--- src/design/active_pair_prediction_table_assert.svh ---
// assertion macros for the pair prediction table
// used by the top level only; expects a signal named clk and rst in scope
`ifndef ACTIVE_PAIR_PREDICTION_TABLE_ASSERT_SVH
`define ACTIVE_PAIR_PREDICTION_TABLE_ASSERT_SVH

// same-cycle implication
`define APT_ASSERT_NOW(label, ante, cons, msg) \
  label: assert property (@(posedge clk) disable iff (rst) (ante) |-> (cons)) \
    else $error(msg);

// next-cycle implication
`define APT_ASSERT_NEXT(label, ante, cons, msg) \
  label: assert property (@(posedge clk) disable iff (rst) (ante) |=> (cons)) \
    else $error(msg);

`endif

--- src/design/apt_pkg.sv ---
// shared types and codes of the pair prediction table
// no dependencies
package apt_pkg;

  localparam logic [15:0] NO_REG = 16'hFFFF;

  // operation codes
  localparam logic [2:0] FN_INSERT = 3'd0;
  localparam logic [2:0] FN_LOOKUP = 3'd1;
  localparam logic [2:0] FN_RM_PC  = 3'd2;
  localparam logic [2:0] FN_RM_UOP = 3'd3;
  localparam logic [2:0] FN_REOPEN = 3'd4;
  localparam logic [2:0] FN_SETREG = 3'd5;
  localparam logic [2:0] FN_TAKE   = 3'd6;
  localparam logic [2:0] FN_CLEAN  = 3'd7;

  // result kinds
  localparam logic [2:0] KD_REPLY  = 3'd0;
  localparam logic [2:0] KD_INVAL  = 3'd1;
  localparam logic [2:0] KD_FREE   = 3'd2;
  localparam logic [2:0] KD_FORGET = 3'd3;
  localparam logic [2:0] KD_INSERT = 3'd4;

  // configuration register indexes
  localparam logic CFG_MATCH_NEWEST = 1'b0;
  localparam logic CFG_FUSION_DIST  = 1'b1;

  typedef struct packed {
    logic [2:0]  func;
    logic [63:0] second_pc;
    logic [63:0] first_pc;
    logic [63:0] first_addr;
    logic [31:0] first_uop;
    logic [6:0]  first_size;
    logic [6:0]  second_size;
    logic [63:0] second_addr;
    logic [7:0]  slot_index;
    logic [15:0] reg_id;
    logic [63:0] now_uop;
  } apt_in_t;

  typedef struct packed {
    logic [2:0]  kind;
    logic        found;
    logic [63:0] out_first_pc;
    logic [63:0] out_first_addr;
    logic [31:0] out_uop;
    logic [6:0]  out_first_size;
    logic [6:0]  out_second_size;
    logic [63:0] out_second_addr;
    logic [7:0]  out_slot;
    logic [15:0] out_reg;
    logic        last;
  } apt_out_t;

  // controller to datapath
  typedef struct packed {
    logic       load_in;
    logic       scan_clear;
    logic       scan_step;
    logic       apply;
    logic       emit;
    logic [2:0] emit_kind;
    logic       emit_found;
    logic       emit_last;
    logic       emit_entry;
  } apt_cmd_t;

  // datapath to controller
  typedef struct packed {
    logic [2:0] func;
    logic       cand;
    logic       best_found;
    logic [3:0] note_mask;
    logic       out_free;
  } apt_status_t;

endpackage

--- src/design/apt_ctrl.sv ---
// sequencer: scan, update, notification beats and reply
// depends on apt_pkg
module apt_ctrl import apt_pkg::*; #(
  parameter int TABLE_DEPTH = 16,
  parameter int IDX_W = 4
) (
  input  logic              clk,
  input  logic              rst,
  input  logic              in_valid,
  output logic              in_ready,
  input  apt_status_t       status,
  input  logic [IDX_W-1:0]  best_idx,
  output apt_cmd_t          cmd,
  output logic [IDX_W-1:0]  scan_idx,
  output logic [IDX_W-1:0]  sel_idx
);

  localparam logic [IDX_W-1:0] LAST_IDX = IDX_W'(TABLE_DEPTH - 1);

  typedef enum logic [2:0] {
    S_IDLE, S_SCAN, S_DECIDE, S_APPLY, S_NOTE, S_REPLY
  } state_t;

  state_t     state;
  logic [3:0] mask;
  logic       any;
  logic       hit;
  logic [2:0] note_kind;
  logic [3:0] note_bit;

  // lowest pending notification first
  always_comb begin
    if (mask[0]) begin
      note_kind = KD_INVAL;  note_bit = 4'b0001;
    end else if (mask[1]) begin
      note_kind = KD_FREE;   note_bit = 4'b0010;
    end else if (mask[2]) begin
      note_kind = KD_FORGET; note_bit = 4'b0100;
    end else begin
      note_kind = KD_INSERT; note_bit = 4'b1000;
    end
  end

  assign in_ready = state == S_IDLE;

  // commands decoded from state
  always_comb begin
    cmd = '0;
    cmd.load_in    = in_valid && in_ready;
    cmd.scan_clear = cmd.load_in;
    case (state)
      S_SCAN:  cmd.scan_step = 1'b1;
      S_APPLY: cmd.apply = 1'b1;
      S_NOTE: begin
        cmd.emit       = (mask != 4'd0) && status.out_free;
        cmd.emit_kind  = note_kind;
        cmd.emit_entry = 1'b1;
      end
      S_REPLY: begin
        cmd.emit       = status.out_free;
        cmd.emit_kind  = KD_REPLY;
        cmd.emit_found = (status.func == FN_CLEAN) ? any : hit;
        cmd.emit_last  = 1'b1;
        cmd.emit_entry = hit && (status.func != FN_CLEAN);
      end
      default: ;
    endcase
  end

  // state and sequencing registers
  always_ff @(posedge clk) begin
    if (rst) begin
      state    <= S_IDLE;
      scan_idx <= '0;
      sel_idx  <= '0;
      mask     <= 4'd0;
      any      <= 1'b0;
      hit      <= 1'b0;
    end else begin
      case (state)
        S_IDLE: begin
          if (in_valid) begin
            state    <= S_SCAN;
            scan_idx <= '0;
            any      <= 1'b0;
            hit      <= 1'b0;
          end
        end
        S_SCAN: begin
          if (status.func == FN_CLEAN && status.cand) begin
            sel_idx <= scan_idx;
            any     <= 1'b1;
            state   <= S_APPLY;
          end else if (scan_idx == LAST_IDX) begin
            state <= S_DECIDE;
          end else begin
            scan_idx <= scan_idx + 1'b1;
          end
        end
        S_DECIDE: begin
          if (status.func != FN_CLEAN && status.best_found) begin
            sel_idx <= best_idx;
            hit     <= 1'b1;
            state   <= S_APPLY;
          end else begin
            state <= S_REPLY;
          end
        end
        S_APPLY: begin
          mask  <= status.note_mask;
          state <= S_NOTE;
        end
        S_NOTE: begin
          if (mask == 4'd0) begin
            if (status.func != FN_CLEAN) begin
              state <= S_REPLY;
            end else if (scan_idx == LAST_IDX) begin
              state <= S_DECIDE;
            end else begin
              scan_idx <= scan_idx + 1'b1;
              state    <= S_SCAN;
            end
          end else if (status.out_free) begin
            mask <= mask & ~note_bit;
          end
        end
        S_REPLY: begin
          if (status.out_free) state <= S_IDLE;
        end
        default: state <= S_IDLE;
      endcase
    end
  end

endmodule

--- config.mk ---
export PLATFORM = sky130hd
export DESIGN_NAME = apt_ctrl
export DESIGN_NICKNAME = d
export VERILOG_FILES = /design/src/design/active_pair_prediction_table_assert.svh /design/src/design/apt_pkg.sv /design/src/design/apt_ctrl.sv
export SDC_FILE = /design/constraint.sdc
export NUM_CORES = 1
export LEC_CHECK = 0
export ABC_AREA = 1
export BUFFER_PORTS_ARGS = -buffer_cell sky130_fd_sc_hd__clkbuf_2
export CORE_MARGIN = 4
export CORE_UTILIZATION = 50
export CTS_CLUSTER_SIZE = 40
export DETAILED_ROUTE_END_ITERATION = 10
export PLACE_DENSITY_LB_ADDON = 0.08
export SLEW_MARGIN = 20
export SYNTH_ARGS = -nofsm -noshare
export SYNTH_HDL_FRONTEND = slang
export SYNTH_SLANG_ARGS = --single-unit
--- constraint.sdc ---
create_clock -name clk -period 1.5 [get_ports clk]
set_input_delay 0.075 -clock clk [delete_from_list [all_inputs] [get_ports clk]]
set_output_delay 0.075 -clock clk [all_outputs]
set_load 0.01 [all_outputs]
==> results of run 1 <==
## cells in the mapped netlist (2+ instances only)
cell     number
a21oi_1      15
dfxtp_1      17
inv_1        16
inv_2         5
nand2_1      41
nand2_2       8
nand2_4       2
nand3_1      13
nor2_1       24
nor2_2        3
nor2_4        2
nor3_1        2
o21ai_0      13
o21ai_2       2
## through the flow
step	hold slack, ns	power, mW	setup TNS (ns)
final	0.0935	1.52	0
after global routing	0.0884	1.67	-0.0667
after CTS	0.0841	1.50	0
after detailed placement	0.322	1.22	0
after global placement	0.311	1.21	0
after floorplan	0.224	1.05	0
## metal layers
layer  GRT usage [%]  vias to the layer above
met5               0                        -
met4            5.76                        0
met3            3.02                        5
met2            32.7                       36
met1            24.9                      548
li1                -                      658
## critical path, cell delays in order (launching register included)
cell	delay (ns)
dfxtp_4	0.38
nor2_4	0.12
nand2_2	0.08
buf_6	0.14
nor4_4	0.17
buf_2	0.18
## path summary, 6_finish.rpt
| check | cells past startpoint | startpoint | end | slack, ns |
|---|---|---|---|---|
| setup reg to reg | 8 | state[2] | sel_idx[2] | 0.16 |
| hold / removal | 2 | rst | scan_idx[2] | 0.09 |
| setup / recovery | 5 | state[0] | cmd[5] | 0.06 |
| hold reg to reg | 2 | any | any | 0.49 |
## final cells by class
type	instances	area (µm²)	area share (%)
repair buffers	43	239	16.0
flip-flops and latches	17	357	23.8
inverters	23	95.1	6.35
well taps	28	35.0	2.34
clock buffers	3	22.5	1.51
clock inverters	1	5.00	0.334
multi-input cells	134	743	49.7
## cells by family (layout without fill, tap and decap cells)
logic type	Yosys count	in the layout	share of synthesized area [%]
buf+inv	26	70	9.95
simple gates	100	100	43.9
compound gates	32	32	14.9
fa+ha+maj	1	1	1.08
xor+xnor	1	1	0.757
flops	17	17	29.4
## sequential cells by signal, indices dropped and copies added (netlist names)
name / flops
mask: 4
any: 1
state: 3
hit: 1
scan_idx: 4
sel_idx: 4
## power groups by stage
| stage | clock network [mW] | registers [mW] | logic (mW) |
|---|---|---|---|
| floorplan | 0 | 0.612 | 0.434 |
| global placement | 0 | 0.596 | 0.612 |
| detailed placement | 0 | 0.600 | 0.621 |
| CTS | 0.258 | 0.588 | 0.656 |
| global route | 0.288 | 0.617 | 0.761 |
| finish | 0.249 | 0.602 | 0.672 |
## repair_timing
| action | in CTS | in global routing |
|---|---|---|
| endpoints found under the setup margin | 5 | 13 |
| pin swaps | 0 | 2 |
| cloned | 0 | 0 |
| resized for setup | 6 | 19 |
| endpoints found under the hold margin | 1 | 0 |
| hold buffers | 1 | 0 |
| buffers inserted | 3 | 0 |
==> impl_results.md, run 1 <==
- Status: complete, no violations
- Mean Syn Cell Area: 6.54 µm²
- Sw frac: between 40% and 50%
- Clk buf depth: 2
- Async SR Flop Fraction: 0%
- Synth top area cells: dfxtp_1, nand2_1, nor2_1, a21oi_1, nand3_1
- Minimum clock period: between 1 and 1.5 ns
- Remaining global-route overflow: 0
- Syn nets: between 150 and 200
- DR WL met3: 147 µm
- Worst slew pin tran: roughly 0.28 ns
- Final cell count without fillers: roughly 250
- Number of synthesized register bits: 17
- GRT Total Usage: between 10% and 20%
- Starting Density: 52.3%
- Max cap viols: 0
- Layout cell share with drive strength beyond 1: about two fifths
- ANT cells: 0
- Area post-placement: around 1400 µm²
- Met1 WL: ~1200 µm
- Critical path type: flip-flop to output port
- DIE AREA: roughly 3100 µm²
- Clock Pin Slew Worst Setup and Hold Paths: 0.10 ns
- Clock power frac: between 10% and 20%
- Final Hold Viols: 0
- Synth cell types: 28
- Die width: 56.1 µm
- Initial DRC count: 33
- Required @ worst endpoint: between 1 and 1.5 ns
- Max-slew violations: 0
- Vias per inst: 5.01
- Worst skew pair latency: between 0.2 and 0.3 ns
- Sequential share of power: 39.5%
- Startpoint types: flip-flop
- Cell Int Power: 893 µW
- Most common cell after layout, fill and taps aside: nand2_1
- Worst vdd ir: between 600 and 700 µV
- Yosys top cell area share: about 30%
- Via count: between 1,000 and 1,500
- CTS tree: done
- Sink Count: 17
- Max layer used: met4
- Hold Crit Class: input pin to flip-flop
- DRT Pass-1 Iters: 4
- CTS Buf Count: 3
- Pwr dens: around 1000 nW/µm²
- Ys Warns: 0
- Leakage Power: approximately 0.77 nW
- Antenna violations before repair: 0
- First-pass GRT wire length: around 5000 µm
- Area delta synth->final: 29.3%
- RSZ-0062 raised after global routing: yes
- Area of the mapped netlist: roughly 1200 µm²
- DR DRC count: 0
- PortBufs: 36
- Fill cell count: about 220
- Core area: 2210 µm²
- CTS H-tree depth: 1
- Comb pwr share: about 44%
- Final instance area: ~1500 µm²
- Mapped Cells: around 180
- Post-route setup slack: 0.0563 ns
- Final net count: 240
- Main flop type after synthesis: dfxtp_1
- Crit-path max FO: 7
- Ports: 37
- WP data arrival: 1.37 ns
- Crit. End Element: output port
- WL met2: around 1400 µm
- Most frequent cells in the layout: nand2_1, clkbuf_2, nor2_1
- P_sw: around 630 µW
- Final clock skew: between 0.004 and 0.005 ns
- GPL Wtd Cong: approximately 0.82
- Cells after DPL: 241
- Max Clk Rate: roughly 0.69 GHz
- Final setup violation count: 0
- EDFF count, synth: 0
- Die Y: 56.1 µm
- DPL Wire Length: 2200 µm
- Final WL: between 2000 and 3000 µm
- Final core occ: just under 70%
- Final period util: ~96%
- Largest net degree at the start of global routing: 12
- Post-DR wirelength/cell: 11.4 µm
- Post-synthesis sequential area ratio: approximately 29%
- Dpl ws: between 0.08 and 0.09 ns
- Yosys top cell by area: dfxtp_1
- Rows: 17
- Vias in the first global route: about 1,200
- Max-slew headroom: 81.0%
- Antenna viol nets, final: 0
- Clock Tree Root: clkbuf_4
Power figures use the tool's default switching activity.
==> run 2, diff against run 1 <==
Settings changed: CORE_ASPECT_RATIO from default to 0.75.
==> run 2 against run 1 <==
Compared with the run above:
- the flow now finishes with violations (setup timing)
- first-iteration DRC count rose to 4.0 times the previous value
- die area is 0.26% higher
- power up 0.78%
- clock skew is 0.00055 ns lower
- flip-flop and latch count unchanged
- critical path depth is the same
- worst setup slack got worse by 0.092 ns
==> impl_results.md, run 2 (synthesized netlist as in run 1, its figures left out) <==
- Ports: 37
- Final setup violation count: 2
- Final period util: 102%
- Final Hold Viols: 0
- WP data arrival: 1.46 ns
- Leakage Power: about 0.77 nW
- Vias per inst: between 5 and 6
- Worst vdd ir: around 740 µV
- Crit-path max FO: 6
- CP top delay family: simple AND/OR/NAND/NOR gates
- Pwr dens: 1040 nW/µm²
- Area delta synth->final: 27.5%
- Storage cell area: between 300 and 400 µm²
- Final cell count without fillers: about 250
- Vias in the first global route: between 1,000 and 1,500
- Largest net degree at the start of global routing: 12
- Max-slew violations: 0
- Critical path type: flip-flop to output port
- Antenna violations before repair: 0
- CTS tree: done
- DRT Pass-1 Iters: 6
- Final core occ: a little over two thirds
- Initial DRC count: 132
- Die Y: about 50 µm
- Most common cell after layout, fill and taps aside: nand2_1
- First-pass GRT wire length: around 5200 µm
- DPL Wire Length: 2450 µm
- Required @ worst endpoint: around 1.4 ns
- Final net count: 241
- Hold Crit Class: input pin to flip-flop
- GRT Total Usage: between 20% and 30%
- Final clock skew: ~0.0036 ns
- Clock Pin Slew Worst Setup and Hold Paths: approximately 0.1 ns
- Die width: 63.6 µm
- Worst skew pair latency: 0.30 ns
- Biggest registers after layout: mask: 4 flops, scan_idx: 4 flops, sel_idx: 4 flops
- Dpl ws: around 0.076 ns
- Cells after DPL: around 240
- Violated checks: setup timing
- Status: finished, violations left
- Max-slew headroom: ~73%
- Crit. End Element: output port
- Antenna viol nets, final: 0
- Max Clk Rate: roughly 0.65 GHz
- ANT cells: 0
- Core area: about 2100 µm²
- DIE AREA: between 3000 and 4000 µm²
- DR DRC count: 0
- Buf/Inv on CP: 2
- Minimum clock period: approximately 1.5 ns
- Sink Count: 17
- Final WL: around 3300 µm
- PortBufs: 36
- Fill cell count: between 150 and 200
- CTS H-tree depth: 1
- Layout cell share with drive strength beyond 1: a little under two fifths
- Rows: 14
- Startpoint types: flip-flop
- Worst slew pin tran: 0.408 ns
- Post-route setup slack: -0.0352 ns
- Clk buf depth: 2
- Via count: between 1,000 and 1,500
- Setup TNS: -0.0362 ns
- Remaining global-route overflow: 0
- Clock Tree Root: clkbuf_4
- Area of the multi-input gates: between 700 and 800 µm²
- RSZ-0062 raised after global routing: yes
- Post-DR wirelength/cell: approximately 13 µm
- CP max stage delay: between 0.3 and 0.4 ns
- Starting Density: 55.1%
- Most frequent cells in the layout: nand2_1, clkbuf_2, nor2_1
- CTS Buf Count: 3
- Max cap viols: 0
- CP max stage cell: dfxtp_4
- GPL Wtd Cong: about 0.9
- CP Cell Sequence: nor2_4, nand2_2, buf_6, nor4_4, buf_2
==> run 2: routing by layer <==
layer	track usage (%)	part of all wire [%]	vias to the layer above
met5	0	0	-
met4	3.58	2.3	0
met3	6.59	11	10
met2	32.8	45	75
met1	28.3	42	585
li1	-	-	656
==> run 2: worst reg2reg max path: cells and delay by family, from the launching register on <==
| kind | cells | cell delay [ns] |
|---|---|---|
| AO/OA/AOI/OAI | 2 | 0.48 |
| flip-flops | 1 | 0.39 |
| adder cells (fa/ha/maj) | 1 | 0.20 |
| AND/OR/NAND/NOR | 3 | 0.23 |
==> run 2: report_power, final <==
group | total [mW] | leakage (nW) | switching [mW] | internal (mW)
logic | 0.681 | 0.608 | 0.419 | 0.262
clock network | 0.252 | 0.0177 | 0.153 | 0.0994
registers | 0.602 | 0.142 | 0.0769 | 0.525
total | 1.53 | 0.767 | 0.649 | 0.886
==> run 2: metrics by stage <==
step	power [mW]	hold WS (ns)	area (µm²)
floorplan	1.05	0.224	1160
global placement	1.22	0.311	1360
detailed placement	1.23	0.328	1360
CTS	1.50	0.000299	1410
global route	1.65	0.102	1480
finish	1.53	0.0912	1480
==> run 2: final cells by class <==
cell class	count	area share (%)
Multi-Input combinational cell	134	49.2
Sequential cell	17	23.9
Timing Repair Buffer	44	16.7
Inverter	23	6.28
Tap cell	24	2.04
Clock buffer	3	1.53
Clock inverter	1	0.339
==> run 2: path summary, 6_finish.rpt <==
| path | start | end | slack (ns) | depth (start not counted) |
|---|---|---|---|---|
| max | state[1] | cmd[5] | -0.04 | 5 |
| min | status[5] | hit | 0.09 | 3 |
| max reg2reg | scan_idx[0] | state[0] | 0.11 | 6 |
| min reg2reg | any | any | 0.51 | 2 |
==> run 2: timing repair <==
action / 4_1_cts / 5_1_grt
resized for setup: 7 / 13
setup endpoints to repair: 7 / 10
buffers inserted: 1 / 4
pin swaps: 0 / 3
hold buffers: 0 / 1
hold endpoints to repair: 0 / 1
gates cloned: 0 / 0
